### src/hdl/cca_pkg.sv
// Shared types, widths, action codes and arithmetic helpers for the RGBA color ALU.
// Used by every module of the block; depends on nothing.
package cca_pkg;

    localparam int CH_W      = 8;                      // channel width
    localparam int FRAC_W    = 8;                      // scalar fraction bits
    localparam int SCALAR_W  = 16;
    localparam int NUM_W     = 17;                     // widest dividend (blend sum)
    localparam int DEN_W     = 16;                     // widest divisor (scalar)
    localparam int ACC_W     = NUM_W + NUM_W;          // {remainder, quotient}
    localparam int DIV_STAGES = NUM_W;                 // one quotient bit per stage
    localparam int LANES     = 4;
    localparam int PIPE_DEPTH = 1 + DIV_STAGES + 1;    // operand prep, divide, merge

    localparam logic [CH_W-1:0] CH_MAX = {CH_W{1'b1}};

    typedef logic [NUM_W-1:0] t_num;
    typedef logic [DEN_W-1:0] t_den;
    typedef logic [ACC_W-1:0] t_acc;
    typedef logic [CH_W-1:0]  t_ch;

    typedef enum logic [2:0] {
        ACT_ADD   = 3'd0,
        ACT_SUB   = 3'd1,
        ACT_MULC  = 3'd2,
        ACT_DIVC  = 3'd3,
        ACT_MULS  = 3'd4,
        ACT_DIVS  = 3'd5,
        ACT_BLEND = 3'd6,
        ACT_PASS  = 3'd7
    } t_action;

    typedef struct packed {
        logic [2:0]                 action;
        logic [CH_W-1:0]            a_red;
        logic [CH_W-1:0]            a_green;
        logic [CH_W-1:0]            a_blue;
        logic [CH_W-1:0]            a_alpha;
        logic [CH_W-1:0]            b_red;
        logic [CH_W-1:0]            b_green;
        logic [CH_W-1:0]            b_blue;
        logic [CH_W-1:0]            b_alpha;
        logic signed [SCALAR_W-1:0] scalar;
        logic [CH_W-1:0]            blend_alpha;
    } t_in;

    typedef struct packed {
        logic [7:0]  out_red;
        logic [7:0]  out_green;
        logic [7:0]  out_blue;
        logic [7:0]  out_alpha;
        logic [15:0] packed_565;
    } t_out;

    // Per-lane operands; on a blend the alpha lane gives blend_alpha, or 0 if xa+ya=0.
    typedef struct packed {
        logic [2:0]                 action;
        logic [CH_W-1:0]            x;
        logic [CH_W-1:0]            y;
        logic [CH_W-1:0]            xa;
        logic [CH_W-1:0]            ya;
        logic signed [SCALAR_W-1:0] scalar;
        logic [CH_W-1:0]            blend_alpha;
        logic                       alpha_lane;
    } t_lane_in;

    // One restoring-division step on {remainder, dividend/quotient}.
    function automatic t_acc div_step(t_acc acc, t_den den);
        t_acc t;
        t_num up;
        t  = {acc[ACC_W-2:0], 1'b0};
        up = t[ACC_W-1:NUM_W];
        if (up >= t_num'(den)) begin
            up = up - t_num'(den);
            t[0] = 1'b1;
        end
        t[ACC_W-1:NUM_W] = up;
        return t;
    endfunction

    // Truncating v*m/255 for the 565 packing; exact for products below 65280.
    function automatic logic [5:0] scale_255(t_ch v, logic [5:0] m);
        logic [15:0] p;
        logic [15:0] q;
        p = 16'(v) * 16'(m);
        q = (p + 16'd1 + (p >> 8)) >> 8;
        return q[5:0];
    endfunction

endpackage

### src/hdl/cca_merge.sv
// Merge stage: gathers the four lane results and adds the RGB565 packing.
// Depends on cca_pkg.
module cca_merge (
    input  logic          i_clk,
    input  logic          i_en,
    input  cca_pkg::t_ch  i_res [cca_pkg::LANES],
    output cca_pkg::t_out o_out
);

    cca_pkg::t_out r_out, n_out;
    logic [5:0]    red5;
    logic [5:0]    green6;
    logic [5:0]    blue5;

    always_comb begin
        red5   = cca_pkg::scale_255(i_res[0], 6'd31);
        green6 = cca_pkg::scale_255(i_res[1], 6'd63);
        blue5  = cca_pkg::scale_255(i_res[2], 6'd31);
        n_out.out_red    = 8'(i_res[0]);
        n_out.out_green  = 8'(i_res[1]);
        n_out.out_blue   = 8'(i_res[2]);
        n_out.out_alpha  = 8'(i_res[3]);
        n_out.packed_565 = {red5[4:0], green6, blue5[4:0]};
    end

    always_ff @(posedge i_clk) begin
        if (i_en) begin
            r_out <= n_out;
        end
    end

    assign o_out = r_out;

endmodule

### config.mk
export PLATFORM = sky130hd
export DESIGN_NAME = cca_merge
export DESIGN_NICKNAME = d
export VERILOG_FILES = /design/src/hdl/cca_pkg.sv /design/src/hdl/cca_merge.sv
export SDC_FILE = /design/constraint.sdc
export NUM_CORES = 1
export LEC_CHECK = 0
export ABC_AREA = 1
export BUFFER_PORTS_ARGS = -buffer_cell sky130_fd_sc_hd__buf_2
export CELL_PAD_IN_SITES_DETAIL_PLACEMENT = 2
export CELL_PAD_IN_SITES_GLOBAL_PLACEMENT = 2
export CORE_MARGIN = 1
export CORE_UTILIZATION = 32
export CTS_CLUSTER_SIZE = 14
export DETAILED_ROUTE_END_ITERATION = 8
export HOLD_SLACK_MARGIN = 0.02
export PLACE_DENSITY = 0.91
export SYNTH_ARGS = -nofsm -noshare
export SYNTH_HDL_FRONTEND = slang
export SYNTH_SLANG_ARGS = --single-unit
export TNS_END_PERCENT = 5
### constraint.sdc
create_clock -name i_clk -period 5.1 [get_ports i_clk]
set_input_delay 1.02 -clock i_clk [delete_from_list [all_inputs] [get_ports i_clk]]
set_output_delay 1.02 -clock i_clk [all_outputs]
set_load 0.05 [all_outputs]
==> out/qor.yml, run 1 <==
outcome: "finished, final reports clean"
die_w_um: 138
post-route-period-util_pct: 98.9
root_buffer: "clkbuf_16"
antenna_cells: 0
synthArstFlopShare_pct: 0
critPathTopFamily: "adder cells"
antenna_found_initial: 0
cts_buffer_depth: 2
setup_tns_ps: 0
largest_reg_flops: 48
final_cell_mix: "nand2_1, inv_1, buf_4"
final_cell_area_um2: 7900
core_um2: 18000
synth_edf_count: 48
path_common_cell: "nand2_1"
netlist_instances: 727
via_per_inst: 4.80
syn_area_um2: 5920
arrival_ps: 5090
hold_buffers: 0
p_per_area_nw_per_um2: 648
drt-pass1-iter-count: 4
hpwl_um: 17700
io_pins: 82
tritoncts: "yes"
hold_end: "o_out[21]"
syn-mean-instance-area_um2: 8.14
layout-drive-gt1-share_pct: 33.4
syn-num-nets: 886
p_leak_nw: 4.23
ys_ff_latch: 48
critPathBufInv: 6
min_from: "i_res[5]"
groute.usage.overall_pct: 22.4
fmax_mhz: 198
wl_per_cell_um: 18.6
rsz0062_at_grt: "yes"
synth_warnings: 0
h-tree-depth: 2
setup_viol: 0
worstPathCellList: "buf_2 -> buf_4 -> fa_1 -> fa_1 -> inv_1 -> fa_1 -> inv_1 -> ha_1 -> buf_4 -> nand2_1 -> nand2_1 -> o21bai_4 -> nand2_1 -> nand3_1 -> nand2_2 -> inv_2 -> ha_4 -> nand3_1 -> nand2_1 -> nand2_2 -> nand2_4 -> nand3_2 -> nand2_1 -> nand2_1"
cp_max_fo: 6
dp.cells: 1141
grt_pass1_wl_um: 32100
synth_ff_type: "edfxtp_1"
irDropWorstVdd_v: 0.000316
worstSetupEndpointType: "flop"
dieArea_um2: 19000
ant_nets: 0
synth.distinct_cells: 35
holdPathStages: 1
worst_path_max_delay_cell: "fa_1"
cp.depth: 24
fin_crit_ps: 5050
critPathKind: "in2reg"
hold_viol_final: 0
gp_congestion: 0.835
drt_iter0_drc: 156
cpPeakStageDelay_ps: 560
clock_sinks: 48
worst_slew_pin_slew_ps: 697
grt_overflow: 0
layoutNonFillerInstCount: 1154
initial_core_util_pct: 32.8
dr_total_vias: 5540
grt_pass1_vias: 6390
numCtsBuffers: 5
synth-seq-area-share_pct: 24.4
crit_required_ps: 5140
fp-row-count: 49
wl_um: 21500
drc: 0
drv_slew: 0
layout_commonest_cell: "nand2_1"
maxCapViolations: 0
layout.nets: 1083
io_buffers: 81
hp-class: "in2reg"
grt_max_degree: 49
startpoint_type: "input port"
clk_pin_slew_ps: 70
die_y_um: 138
placed_area_um2: 7390
area_growth_pct: 33.4
max_slew_margin_pct: 53.5
==> how the worst max path moves through the flow <==
stage,slack (ps),end,from
2_1_floorplan,110,o_out[10],i_res[19]
4_1_cts,2,o_out[4],i_res[10]
3_3_place_gp,-110,o_out[9],i_res[21]
6_report,50,o_out[4],i_res[10]
3_5_place_dp,-370,o_out[4],i_res[11]
5_1_grt,-100,o_out[11],i_res[26]
==> metrics by stage <==
stage | hold WS (ps) | setup WS [ps] | total power (W) | utilization [%]
CTS | 880 | 2.04 | 0.00478 | 42.1
global placement | 1200 | -112 | 0.00403 | 41.0
finish | 890 | 53.9 | 0.00512 | 43.8
detailed placement | 1200 | -372 | 0.00433 | 41.0
global route | 878 | -103 | 0.00556 | 43.8
floorplan | 1120 | 113 | 0.00290 | -
==> cell families (layout without fill, tap and decap cells) <==
group | after synthesis | in the layout | share of synthesized area, %
compound gates | 29 | 29 | 3.36
xor+xnor | 16 | 16 | 2.62
fa+ha+maj | 125 | 125 | 33.2
buf+inv | 180 | 378 | 11.4
flops | 48 | 48 | 24.4
simple gates | 329 | 329 | 25.1
==> cell usage after synthesis (3+ instances only) <==
| cell | n | area share (%) |
|---|---|---|
| nand4_1 | 21 | 2.2 |
| nor2_1 | 38 | 2.4 |
| edfxtp_1 | 48 | 24 |
| a21oi_1 | 14 | 1.2 |
| inv_2 | 4 | 0.25 |
| nand2_1 | 192 | 12 |
| nand3_2 | 9 | 1.5 |
| fa_1 | 53 | 18 |
| inv_1 | 176 | 11 |
| xnor2_1 | 8 | 1.2 |
| ha_1 | 72 | 15 |
| o21bai_1 | 3 | 0.38 |
| nand2_2 | 9 | 0.95 |
| xor2_1 | 6 | 0.89 |
| or2_2 | 4 | 0.42 |
| nand3b_1 | 3 | 0.38 |
| nand3_1 | 43 | 3.6 |
==> where the power goes <==
part	total (W)	internal (W)	switching, W
Sequential	0.000583	0.000563	0.0000201
Clock	0.000391	0.000231	0.000160
Combinational	0.00414	0.00159	0.00255
Total	0.00512	0.00239	0.00273
==> what timing repair did <==
action	CTS	global route
setup endpoints to repair	9	16
cloned	0	0
setup buffers	0	5
resized for setup	8	71
pin swaps	0	26
==> cell type report <==
cell class	count	area, µm²
well taps	229	287
clock buffers	5	125
multi-input cells	499	4090
fillers	2028	10100
clock inverters	3	42.5
flip-flops and latches	48	1440
inverters	180	676
repair buffers	190	1230
==> metal layers <==
metal / track usage [%] / vias up / share of wire [%]
met3: 2.56 / 23 / 2.2
li1: - / 2643 / -
met4: 4.59 / 0 / 1.7
met2: 46.9 / 87 / 58
met5: 0 / - / 0
met1: 23.1 / 2787 / 38
(Power assumes the default switching activity.)
==> run 2: changes to the inputs <==
--- a/config.mk
+++ b/config.mk
@@ -10,11 +10,11 @@
 export CELL_PAD_IN_SITES_DETAIL_PLACEMENT = 2
 export CELL_PAD_IN_SITES_GLOBAL_PLACEMENT = 2
 export CORE_MARGIN = 1
-export CORE_UTILIZATION = 32
+export CORE_UTILIZATION = 38
 export CTS_CLUSTER_SIZE = 14
 export DETAILED_ROUTE_END_ITERATION = 8
 export HOLD_SLACK_MARGIN = 0.02
-export PLACE_DENSITY = 0.91
+export PLACE_DENSITY = 0.95
 export SYNTH_ARGS = -nofsm -noshare
 export SYNTH_HDL_FRONTEND = slang
 export SYNTH_SLANG_ARGS = --single-unit
==> constraint.sdc (replaced) <==
create_clock -name i_clk -period 5.85 [get_ports i_clk]
set_input_delay 0.585 -clock i_clk [delete_from_list [all_inputs] [get_ports i_clk]]
set_output_delay 0.585 -clock i_clk [all_outputs]
set_load 0.05 [all_outputs]
==> out/qor.yml, run 2 (synthesized netlist as in run 1, its figures left out) <==
wl_per_cell_um: 21.2  # +14%
cp_max_fo: 5  # -1
crit_required_ps: 5910  # +770 ps
post-route-period-util_pct: 93.5
io_buffers: 81  # unchanged
grt_pass1_vias: 6151  # -3.7%
maxCapViolations: 0  # unchanged
cpPeakStageDelay_ps: 610  # +50 ps
dp.cells: 996  # -13%
worst_slew_pin_slew_ps: 1210  # +512 ps
grt_max_degree: 49  # unchanged
die_y_um: 127  # -8.1%
max_slew_margin_pct: 19.4  # -34 points
layout_commonest_cell: "nand2_1"
p_total_w: 0.00370  # -28%
rsz0062_at_grt: "no"
wl_um: 21300  # -0.62%
sw_frac_of_total_pct: 59.1  # +5.7 points
gp_congestion: 0.793  # -5.0%
grt_overflow: 0  # unchanged
clock_sinks: 48  # unchanged
post_cts_resized: 0  # -8
p_seq_share_pct: 13.9  # +2.5 points
worstSetupEndpointType: "flop"
io_pins: 82  # unchanged
core_um2: 15200  # -16%
h-tree-depth: 2  # unchanged
drt_iter0_drc: 179  # +15%
fin_crit_ps: 5470
critPathKind: "in2reg"
area_growth_pct: 13.1
post_cts_buffers: 0  # unchanged
numCtsBuffers: 5  # unchanged
arrival_ps: 5530  # +440 ps
ant_nets: 0  # unchanged
cts_buffer_depth: 2  # unchanged
startpoint_type: "input port"
largest_reg_flops: 48  # unchanged
hpwl_um: 18300  # +3.4%
whs_ps: 454  # -435 ps
dr_total_vias: 5228  # -5.6%
final_cell_mix: "nand2_1, inv_1, buf_2"
layout.nets: 974  # -10%
drc: 0  # unchanged
hold_viol_final: 0  # unchanged
worstSetupStartpoint: "i_res[19]"
groute.usage.overall_pct: 28.6  # +6.2 points
die_w_um: 127  # -8.1%
hp-class: "in2reg"
fill_cells: 1749  # -14%
setup_tns_ps: 0  # unchanged
path_common_cell: "nand2_1"
p_sw_w: 0.00219  # -20%
worst_path_max_delay_cell: "fa_1"
drt-pass1-iter-count: 4  # unchanged
internal-power_w: 0.00151  # -37%
dpl_worst_slack_ps: 159  # +531 ps
outcome: "finished, final reports clean"
critPathBufInv: 7  # +1
via_per_inst: 5.21  # +8.5%
antenna_found_initial: 0  # unchanged
dieArea_um2: 16100  # -16%
irDropWorstVdd_v: 0.000216  # -32%
root_buffer: "clkbuf_16"
cp.depth: 26  # +8.3%
tritoncts: "yes"
antenna_cells: 0  # unchanged
multi_input_comb_area_um2: 3800  # -7.1%
p_leak_nw: 3.70  # -13%
pwr-share-clk_pct: 8.1  # +0.5 points
drv_slew: 0  # unchanged
initial_core_util_pct: 38.9  # +6.1 points
layoutNonFillerInstCount: 1004  # -13%
fmax_mhz: 183
grt_pass1_wl_um: 34400  # +7.0%
layout-drive-gt1-share_pct: 15.6  # -18 points
fin_ws_ps: 379  # +325 ps
worstSetupEndpoint: "o_out[10]"
fp-row-count: 45  # -8.2%
p_comb_share_pct: 78.0  # -3.0 points
clk_pin_slew_ps: 70  # about the same
hold_buffers: 0  # unchanged
regArea_um2: 1440  # unchanged
setup_viol: 0  # unchanged
critPathTopFamily: "adder cells"
p_per_area_nw_per_um2: 553  # -15%
==> run 2: stage by stage <==
stage | utilization (%) | instance area, µm²
finish | 44.0 | 6700
floorplan | - | 5920
CTS | 44.0 | 6700
detailed placement | 43.1 | 6560
global placement | 43.1 | 6560
global route | 44.0 | 6700
==> run 2: per-layer routing <==
| layer | vias up | share of wire (%) | wire length (µm) | global-route usage [%] |
|---|---|---|---|---|
| met5 | - | 0 | 0 | 0 |
| met4 | 0 | 5.3 | 1140 | 15.5 |
| met3 | 65 | 3.1 | 658 | 4.13 |
| met2 | 115 | 54 | 11600 | 55.2 |
| met1 | 2618 | 37 | 7950 | 29.7 |
| li1 | 2430 | - | - | - |
==> run 2: layout make-up <==
cell class                 instances  share of cell area (%)
clock buffer                       7                    1.98
clock inverter                     1                  0.0561
inverter                         180                    10.1
multi-input combinational        499                    56.8
sequential                        48                    21.5
tap                              188                    3.51
timing repair buffer              81                    6.05
==> run 2: worst min path at each step <==
stage | endpoint | cells after the start | start
after floorplan | o_out[16] | 0 | i_res[0]
after global placement | o_out[17] | 1 | i_res[1]
after detailed placement | o_out[21] | 1 | i_res[5]
after CTS | o_out[21] | 1 | i_res[5]
after global routing | o_out[17] | 1 | i_res[1]
final | o_out[21] | 1 | i_res[5]
==> run 2: power by group through the flow <==
stage               combinational, W  sequential [W]  clock (W)
floorplan                    0.00177        0.000766          0
global placement             0.00256        0.000518          0
detailed placement           0.00285        0.000521          0
CTS                          0.00290        0.000515   0.000307
global route                 0.00318        0.000519   0.000313
finish                       0.00289        0.000514   0.000299
