===== src/hdl/cca_pkg.sv =====
// Shared types, widths, action codes and arithmetic helpers for the RGBA color ALU.
// Used by every module of the block; depends on nothing.
package cca_pkg;

    localparam int CH_W      = 8;                      // channel width
    localparam int FRAC_W    = 8;                      // scalar fraction bits
    localparam int SCALAR_W  = 16;
    localparam int NUM_W     = 17;                     // widest dividend (blend sum)
    localparam int DEN_W     = 16;                     // widest divisor (scalar)
    localparam int ACC_W     = NUM_W + NUM_W;          // {remainder, quotient}
    localparam int DIV_STAGES = NUM_W;                 // one quotient bit per stage
    localparam int LANES     = 4;
    localparam int PIPE_DEPTH = 1 + DIV_STAGES + 1;    // operand prep, divide, merge

    localparam logic [CH_W-1:0] CH_MAX = {CH_W{1'b1}};

    typedef logic [NUM_W-1:0] t_num;
    typedef logic [DEN_W-1:0] t_den;
    typedef logic [ACC_W-1:0] t_acc;
    typedef logic [CH_W-1:0]  t_ch;

    typedef enum logic [2:0] {
        ACT_ADD   = 3'd0,
        ACT_SUB   = 3'd1,
        ACT_MULC  = 3'd2,
        ACT_DIVC  = 3'd3,
        ACT_MULS  = 3'd4,
        ACT_DIVS  = 3'd5,
        ACT_BLEND = 3'd6,
        ACT_PASS  = 3'd7
    } t_action;

    typedef struct packed {
        logic [2:0]                 action;
        logic [CH_W-1:0]            a_red;
        logic [CH_W-1:0]            a_green;
        logic [CH_W-1:0]            a_blue;
        logic [CH_W-1:0]            a_alpha;
        logic [CH_W-1:0]            b_red;
        logic [CH_W-1:0]            b_green;
        logic [CH_W-1:0]            b_blue;
        logic [CH_W-1:0]            b_alpha;
        logic signed [SCALAR_W-1:0] scalar;
        logic [CH_W-1:0]            blend_alpha;
    } t_in;

    typedef struct packed {
        logic [7:0]  out_red;
        logic [7:0]  out_green;
        logic [7:0]  out_blue;
        logic [7:0]  out_alpha;
        logic [15:0] packed_565;
    } t_out;

    // Per-lane operands; on a blend the alpha lane gives blend_alpha, or 0 if xa+ya=0.
    typedef struct packed {
        logic [2:0]                 action;
        logic [CH_W-1:0]            x;
        logic [CH_W-1:0]            y;
        logic [CH_W-1:0]            xa;
        logic [CH_W-1:0]            ya;
        logic signed [SCALAR_W-1:0] scalar;
        logic [CH_W-1:0]            blend_alpha;
        logic                       alpha_lane;
    } t_lane_in;

    // One restoring-division step on {remainder, dividend/quotient}.
    function automatic t_acc div_step(t_acc acc, t_den den);
        t_acc t;
        t_num up;
        t  = {acc[ACC_W-2:0], 1'b0};
        up = t[ACC_W-1:NUM_W];
        if (up >= t_num'(den)) begin
            up = up - t_num'(den);
            t[0] = 1'b1;
        end
        t[ACC_W-1:NUM_W] = up;
        return t;
    endfunction

    // Truncating v*m/255 for the 565 packing; exact for products below 65280.
    function automatic logic [5:0] scale_255(t_ch v, logic [5:0] m);
        logic [15:0] p;
        logic [15:0] q;
        p = 16'(v) * 16'(m);
        q = (p + 16'd1 + (p >> 8)) >> 8;
        return q[5:0];
    endfunction

endpackage


===== src/hdl/cca_div.sv =====
// Pipelined restoring divider, one quotient bit per stage.
// Depends on cca_pkg for widths and the step function.
module cca_div (
    input  logic          i_clk,
    input  logic          i_en,
    input  cca_pkg::t_num i_num,
    input  cca_pkg::t_den i_den,
    output cca_pkg::t_num o_quo
);

    cca_pkg::t_acc r_acc [cca_pkg::DIV_STAGES];
    cca_pkg::t_den r_den [cca_pkg::DIV_STAGES];

    always_ff @(posedge i_clk) begin
        if (i_en) begin
            r_acc[0] <= cca_pkg::div_step({cca_pkg::t_num'(0), i_num}, i_den);
            r_den[0] <= i_den;
            for (int k = 1; k < cca_pkg::DIV_STAGES; k++) begin
                r_acc[k] <= cca_pkg::div_step(r_acc[k-1], r_den[k-1]);
                r_den[k] <= r_den[k-1];
            end
        end
    end

    assign o_quo = r_acc[cca_pkg::DIV_STAGES-1][cca_pkg::NUM_W-1:0];

endmodule


===== src/hdl/cca_lane.sv =====
// One color channel lane: operand prep register, pipelined divide, clamp.
// Depends on cca_pkg and cca_div.
module cca_lane (
    input  logic              i_clk,
    input  logic              i_en,
    input  cca_pkg::t_lane_in i_lane,
    output cca_pkg::t_ch      o_res
);

    cca_pkg::t_num r_num, n_num;
    cca_pkg::t_den r_den, n_den;
    cca_pkg::t_num quo;
    logic [cca_pkg::CH_W:0]     wsum;
    logic [2*cca_pkg::CH_W-1:0] prod_xy;
    logic [2*cca_pkg::CH_W-1:0] prod_xa;
    logic [2*cca_pkg::CH_W-1:0] prod_ya;
    logic [cca_pkg::CH_W+cca_pkg::SCALAR_W-2:0] prod_s;

    always_comb begin
        wsum    = {1'b0, i_lane.xa} + {1'b0, i_lane.ya};
        prod_xy = i_lane.x * i_lane.y;
        prod_xa = i_lane.x * i_lane.xa;
        prod_ya = i_lane.y * i_lane.ya;
        prod_s  = (cca_pkg::CH_W+cca_pkg::SCALAR_W-1)'(i_lane.x)
                  * (cca_pkg::CH_W+cca_pkg::SCALAR_W-1)'(i_lane.scalar[cca_pkg::SCALAR_W-2:0]);
        n_num = '0;
        n_den = cca_pkg::t_den'(1);
        case (cca_pkg::t_action'(i_lane.action))
            cca_pkg::ACT_ADD: begin
                n_num = cca_pkg::t_num'({1'b0, i_lane.x} + {1'b0, i_lane.y});
            end
            cca_pkg::ACT_SUB: begin
                n_num = (i_lane.x > i_lane.y) ? cca_pkg::t_num'(i_lane.x - i_lane.y) : '0;
            end
            cca_pkg::ACT_MULC: begin
                n_num = cca_pkg::t_num'(prod_xy);
                n_den = cca_pkg::t_den'(cca_pkg::CH_MAX);
            end
            cca_pkg::ACT_DIVC: begin
                n_num = cca_pkg::t_num'({i_lane.x, {cca_pkg::CH_W{1'b0}}})
                        - cca_pkg::t_num'(i_lane.x);
                n_den = cca_pkg::t_den'(i_lane.y);
            end
            cca_pkg::ACT_MULS: begin
                if (i_lane.scalar > 0)
                    n_num = cca_pkg::t_num'(prod_s >> cca_pkg::FRAC_W);
            end
            cca_pkg::ACT_DIVS: begin
                if (i_lane.scalar >= 0) begin
                    n_num = cca_pkg::t_num'({i_lane.x, {cca_pkg::FRAC_W{1'b0}}});
                    n_den = cca_pkg::t_den'(i_lane.scalar);
                end
            end
            cca_pkg::ACT_BLEND: begin
                if (i_lane.alpha_lane) begin
                    n_num = (wsum == '0) ? '0 : cca_pkg::t_num'(i_lane.blend_alpha);
                end else begin
                    n_num = cca_pkg::t_num'(prod_xa) + cca_pkg::t_num'(prod_ya);
                    n_den = cca_pkg::t_den'(wsum);
                end
            end
            default: begin
                n_num = cca_pkg::t_num'(i_lane.x);
            end
        endcase
        // zero divisor: full scale, or zero when the dividend is zero too
        if (n_den == '0) begin
            n_num = (n_num == '0) ? '0 : cca_pkg::t_num'(cca_pkg::CH_MAX);
            n_den = cca_pkg::t_den'(1);
        end
    end

    always_ff @(posedge i_clk) begin
        if (i_en) begin
            r_num <= n_num;
            r_den <= n_den;
        end
    end

    cca_div u_div (
        .i_clk (i_clk),
        .i_en  (i_en),
        .i_num (r_num),
        .i_den (r_den),
        .o_quo (quo)
    );

    assign o_res = (quo > cca_pkg::t_num'(cca_pkg::CH_MAX)) ? cca_pkg::CH_MAX
                                                            : quo[cca_pkg::CH_W-1:0];

endmodule


===== config.mk =====
export PLATFORM = sky130hd
export DESIGN_NAME = cca_lane
export DESIGN_NICKNAME = d
export VERILOG_FILES = /design/src/hdl/cca_pkg.sv /design/src/hdl/cca_div.sv /design/src/hdl/cca_lane.sv
export SDC_FILE = /design/constraint.sdc
export NUM_CORES = 2
export LEC_CHECK = 0
export ABC_AREA = 1
export BUFFER_PORTS_ARGS = -buffer_cell sky130_fd_sc_hd__buf_2
export CAP_MARGIN = 20
export CORE_MARGIN = 4
export CORE_UTILIZATION = 55
export CTS_CLUSTER_SIZE = 30
export DETAILED_ROUTE_END_ITERATION = 8
export GPL_TIMING_DRIVEN = 0
export PLACE_DENSITY = 0.71
export SYNTH_ARGS = -nofsm -noshare
export SYNTH_HDL_FRONTEND = slang
export SYNTH_SLANG_ARGS = --single-unit

===== constraint.sdc =====
create_clock -name i_clk -period 11.19 [get_ports i_clk]
set_input_delay 2.238 -clock i_clk [delete_from_list [all_inputs] [get_ports i_clk]]
set_output_delay 2.238 -clock i_clk [all_outputs]
set_load 0.05 [all_outputs]

==> flow_results.xml <==
<?xml version="1.0" encoding="UTF-8"?>
<metrics>
  <group name="outcome">
    <metric name="outcome" unit="">complete, no violations</metric>
  </group>
  <group name="setup_path">
    <metric name="worstPathCellList" unit="">buf_2 &gt; clkbuf_1 &gt; clkbuf_1 &gt; nand2_1 &gt; fa_1 &gt; fa_1 &gt; fa_1 &gt; inv_1 &gt; fa_1 &gt; fa_1 &gt; fa_1 &gt; ha_1 &gt; a21oi_1 &gt; o21ai_0 &gt; nand2_1 &gt; nand3_1 &gt; nand2_1 &gt; nand3_1 &gt; o21ai_0 &gt; nand4_1 &gt; nor2_1 &gt; nand3_2 &gt; nand2_4 &gt; nand2_2</metric>
    <metric name="path_class" unit="">in2reg</metric>
    <metric name="critPathMaxFanout" unit="">10</metric>
    <metric name="cp_slowest_cell" unit="">sky130_fd_sc_hd__clkbuf_1</metric>
    <metric name="critical_path.most_common_cell" unit="">sky130_fd_sc_hd__fa_1</metric>
    <metric name="setup.worst_path.end_class" unit="">flop</metric>
    <metric name="worstPathArrival" unit="ns">9.76</metric>
    <metric name="timing.critical_path.slowest_cell_delay" unit="ns">0.68</metric>
    <metric name="required" unit="ns">11.56</metric>
    <metric name="setup_crit_start_kind" unit="">primary input</metric>
  </group>
  <group name="timing">
    <metric name="report.final.hold_viol_count" unit="">0</metric>
    <metric name="rsz_0062_raised_after_global_routing" unit="">false</metric>
    <metric name="setup_slack" unit="ns">1.81</metric>
    <metric name="maxClockFrequency" unit="MHz">107</metric>
    <metric name="period_minus_slack" unit="ns">9.38</metric>
    <metric name="timing.clock.skew" unit="ns">0.0519</metric>
    <metric name="report.final.setup_viol" unit="">0</metric>
    <metric name="min_period_over_period" unit="">0.839</metric>
    <metric name="timing.slew.headroom" unit="">0.269</metric>
    <metric name="tightest_slew" unit="ns">1.10</metric>
    <metric name="timing_max_transition_violations_final" unit="">0</metric>
  </group>
  <group name="clock_tree">
    <metric name="ctsHoldBuffers" unit="">0</metric>
    <metric name="cts_tree" unit="">done</metric>
    <metric name="cts_root_buffer" unit="">sky130_fd_sc_hd__clkbuf_16</metric>
    <metric name="max-clock-path-buffers" unit="">3</metric>
    <metric name="cts_inserted_buffers" unit="">87</metric>
    <metric name="post-cts-setup-buffer-count" unit="">0</metric>
    <metric name="clkTransAtPathRegs" unit="ns">0.06</metric>
    <metric name="htreeDepth" unit="">3</metric>
    <metric name="cts.repair.resized" unit="">0</metric>
    <metric name="tritoncts_num_sinks" unit="">834</metric>
    <metric name="insertion_delay_to_the_later_sink_of_the_worst_skew_pair" unit="ns">0.65</metric>
  </group>
  <group name="final_layout">
    <metric name="final.fill_count" unit="">7915</metric>
    <metric name="final_net_count" unit="">6267</metric>
    <metric name="finish.cell_count_without_fillers" unit="">6887</metric>
    <metric name="area_of_the_multi_input_gates" unit="mm²">0.0232</metric>
    <metric name="seq_area" unit="mm²">0.0250</metric>
    <metric name="utilization" unit="">0.606</metric>
    <metric name="final_layout_size_suffix_gt1_frac" unit="">0.0539</metric>
    <metric name="area_delta_synth_final" unit="%">9.36</metric>
    <metric name="final_area" unit="mm²">0.0576</metric>
    <metric name="layout.cells.most_common_list" unit="">sky130_fd_sc_hd__nand2_1 (1146), sky130_fd_sc_hd__inv_1 (989), sky130_fd_sc_hd__edfxtp_1 (834)</metric>
    <metric name="layout.cells.most_common" unit="">sky130_fd_sc_hd__nand2_1</metric>
  </group>
  <group name="placement">
    <metric name="postPlaceCellArea" unit="mm²">0.0547</metric>
    <metric name="globalplace.congestion" unit="">1.00</metric>
    <metric name="post-dp-hpwl" unit="mm">94.7</metric>
    <metric name="place.port_buffers" unit="">54</metric>
    <metric name="place_inst" unit="">6729</metric>
    <metric name="place_worst_setup_slack" unit="ns">1.30</metric>
  </group>
  <group name="routing">
    <metric name="number_of_drc_markers_in_iteration_0" unit="">3030</metric>
    <metric name="routed_wire_length_per_instance" unit="µm">17.7</metric>
    <metric name="drt-total-wl" unit="mm">122</metric>
    <metric name="num_vias" unit="">36971</metric>
    <metric name="detail_route.vias_per_cell" unit="">5.37</metric>
    <metric name="drtAntennaViolNets" unit="">0</metric>
    <metric name="drt_first_pass_iters" unit="">6</metric>
    <metric name="remaining_drc_errors" unit="">0</metric>
  </group>
  <group name="yosys">
    <metric name="yosysWarnings" unit="">0</metric>
    <metric name="post_synth_main_area_contributors" unit="">sky130_fd_sc_hd__edfxtp_1 (48%), sky130_fd_sc_hd__ha_1 (10%), sky130_fd_sc_hd__fa_1 (8.7%)</metric>
    <metric name="synthDistinctLibCells" unit="">57</metric>
    <metric name="syn_nets" unit="">6118</metric>
    <metric name="synthCells" unit="">5404</metric>
    <metric name="yosys_register_bits" unit="">834</metric>
    <metric name="post-synth-top-area-cell" unit="">sky130_fd_sc_hd__edfxtp_1</metric>
    <metric name="top_flip_flop_cell_by_instance_count_after_synthesis" unit="">sky130_fd_sc_hd__edfxtp_1</metric>
    <metric name="yosysSeqAreaShare" unit="">0.476</metric>
    <metric name="synth_edf_count" unit="">834</metric>
    <metric name="syn-cell-area" unit="mm²">0.0526</metric>
    <metric name="synth.top_cell.area_share" unit="">0.476</metric>
    <metric name="postSynthAreaPerCell" unit="µm²">9.74</metric>
    <metric name="async_set_or_reset_register_ratio_after_synthesis" unit="">0</metric>
  </group>
  <group name="floorplan">
    <metric name="fp-row-count" unit="">113</metric>
    <metric name="fp.dieH" unit="µm">317</metric>
    <metric name="core_area" unit="mm²">0.0950</metric>
    <metric name="design.die.area" unit="mm²">0.101</metric>
    <metric name="io_pins" unit="">70</metric>
    <metric name="fp.dieW" unit="µm">317</metric>
    <metric name="initial_utilization" unit="">0.554</metric>
  </group>
  <group name="power_and_ir_drop">
    <metric name="power.density_cell_area" unit="mW/mm²">241</metric>
    <metric name="ir_worst_vdd" unit="µV">128</metric>
    <metric name="seq_power_share" unit="">0.334</metric>
    <metric name="netSwitchingFraction" unit="">0.396</metric>
    <metric name="power_report.internal_total" unit="mW">8.37</metric>
    <metric name="total_switching_power" unit="mW">5.49</metric>
    <metric name="finalPower" unit="mW">13.9</metric>
    <metric name="combPwrFrac" unit="">0.457</metric>
    <metric name="power_frac_clock" unit="">0.210</metric>
    <metric name="power.leakage" unit="nW">26.6</metric>
  </group>
  <group name="flow_run">
    <metric name="drv.max_cap_violation_count" unit="">0</metric>
  </group>
  <group name="global_route">
    <metric name="grt_use_met1" unit="">0.319</metric>
    <metric name="grt_use_met2" unit="">0.414</metric>
    <metric name="number_of_antenna_violations_at_the_first_check_in_global_routing" unit="">1</metric>
    <metric name="grt.met3_usage" unit="">0.0340</metric>
    <metric name="grt_first_pass_wirelength" unit="mm">193</metric>
    <metric name="grt_overflow" unit="">0</metric>
    <metric name="grtUsageTotal" unit="">0.243</metric>
    <metric name="grt_max_degree" unit="">138</metric>
    <metric name="global_route.peak_usage_layer" unit="">met2</metric>
    <metric name="first_global_vias" unit="">36132</metric>
  </group>
  <group name="min_path">
    <metric name="hold_class" unit="">reg2reg</metric>
  </group>
</metrics>
[worst max-delay path, delay by kind of cell]
family                   cells  cell delay [ns]
AO/OA/AOI/OAI                3             1.00
buffers and inverters        4             1.62
AND/OR/NAND/NOR             10             1.52
adder cells (fa/ha/maj)      7             3.37
[metal layers]
metal	wire, µm	vias to the layer above	part of all wire
li1	-	18058	-
met1	51600	17532	0.42
met2	58700	1115	0.48
met5	0	-	0
met4	4860	0	0.040
met3	6930	266	0.057
[metrics by stage]
| step | hold slack [ns] | TNS (ns) |
|---|---|---|
| 2_1_floorplan | 0.400 | 0 |
| 3_3_place_gp | 0.400 | -3646.49 |
| 3_5_place_dp | 0.405 | 0 |
| 4_1_cts | 0.400 | 0 |
| 5_1_grt | 0.404 | 0 |
| 6_report | 0.403 | 0 |
[kinds of logic after synthesis]
kind of cell / synth area share
AOI/OAI and AO/OA: 0.0737
other: 0.0000712
and+or+nand+nor: 0.146
xor gates and xnor gates: 0.0343
buffers and inverters: 0.0830
adders and majority gates: 0.187
DFF: 0.476
[power by group through the flow]
| stage | clock network, mW | registers [mW] | logic (mW) |
|---|---|---|---|
| after global routing | 3.12 | 4.68 | 7.14 |
| after global placement | 0 | 4.74 | 6.09 |
| after detailed placement | 0 | 4.69 | 6.22 |
| after floorplan | 0 | 4.54 | 4.67 |
| after CTS | 2.97 | 4.63 | 6.27 |
| final | 2.91 | 4.63 | 6.33 |
[cells in the mapped netlist (3+ instances only)]
library cell	n
sky130_fd_sc_hd__nand2_1	1146
sky130_fd_sc_hd__inv_1	989
sky130_fd_sc_hd__edfxtp_1	834
sky130_fd_sc_hd__ha_1	424
sky130_fd_sc_hd__a21oi_1	393
sky130_fd_sc_hd__nor2_1	359
sky130_fd_sc_hd__fa_1	228
sky130_fd_sc_hd__o21ai_0	200
sky130_fd_sc_hd__nand3_1	191
sky130_fd_sc_hd__xnor2_1	135
sky130_fd_sc_hd__xor2_1	71
sky130_fd_sc_hd__clkbuf_1	61
sky130_fd_sc_hd__nand4_1	50
sky130_fd_sc_hd__nor3_1	49
sky130_fd_sc_hd__buf_2	48
sky130_fd_sc_hd__a31oi_1	19
sky130_fd_sc_hd__a21o_1	17
sky130_fd_sc_hd__nor4_1	17
sky130_fd_sc_hd__o21ai_1	17
sky130_fd_sc_hd__nand3b_1	12
sky130_fd_sc_hd__o2111ai_1	12
sky130_fd_sc_hd__or2_2	11
sky130_fd_sc_hd__nand2_2	10
sky130_fd_sc_hd__a21boi_0	8
sky130_fd_sc_hd__clkbuf_2	8
sky130_fd_sc_hd__inv_2	8
sky130_fd_sc_hd__o211ai_1	8
sky130_fd_sc_hd__o21bai_1	8
sky130_fd_sc_hd__o41ai_1	8
sky130_fd_sc_hd__a311oi_1	5
sky130_fd_sc_hd__buf_1	5
sky130_fd_sc_hd__buf_6	5
sky130_fd_sc_hd__buf_4	4
sky130_fd_sc_hd__nand3_2	4
sky130_fd_sc_hd__nor2_2	4
sky130_fd_sc_hd__nor2_4	3
sky130_fd_sc_hd__o21a_1	3
sky130_fd_sc_hd__o31ai_1	3
[area by class of cell]
| class | count | share of cell area |
|---|---|---|
| antenna | 1 | 0.0000435 |
| buffer | 131 | 0.0107 |
| clock buffer | 100 | 0.0387 |
| clock inverter | 57 | 0.0117 |
| inverter | 999 | 0.0652 |
| multi-input combinational | 3440 | 0.404 |
| sequential | 834 | 0.435 |
| tap | 1265 | 0.0275 |
| timing repair buffer | 60 | 0.00774 |
[flip-flops by register name, indices dropped and copies added, names as in the netlist]
register	count
r_den	16
r_num	17
u_div.r_acc	545
u_div.r_den	256
[final timing paths]
kind,start,to,slack [ns],depth (start not counted)
max,i_lane[50],r_num[0],1.81,24
min,u_div.r_acc[0][68],u_div.r_acc[0][103],0.40,0
max reg2reg,u_div.r_den[0][160],u_div.r_acc[1][133],7.86,9
min reg2reg,u_div.r_acc[0][68],u_div.r_acc[0][103],0.40,0
No activity file was read; power rests on OpenSTA's default activity.
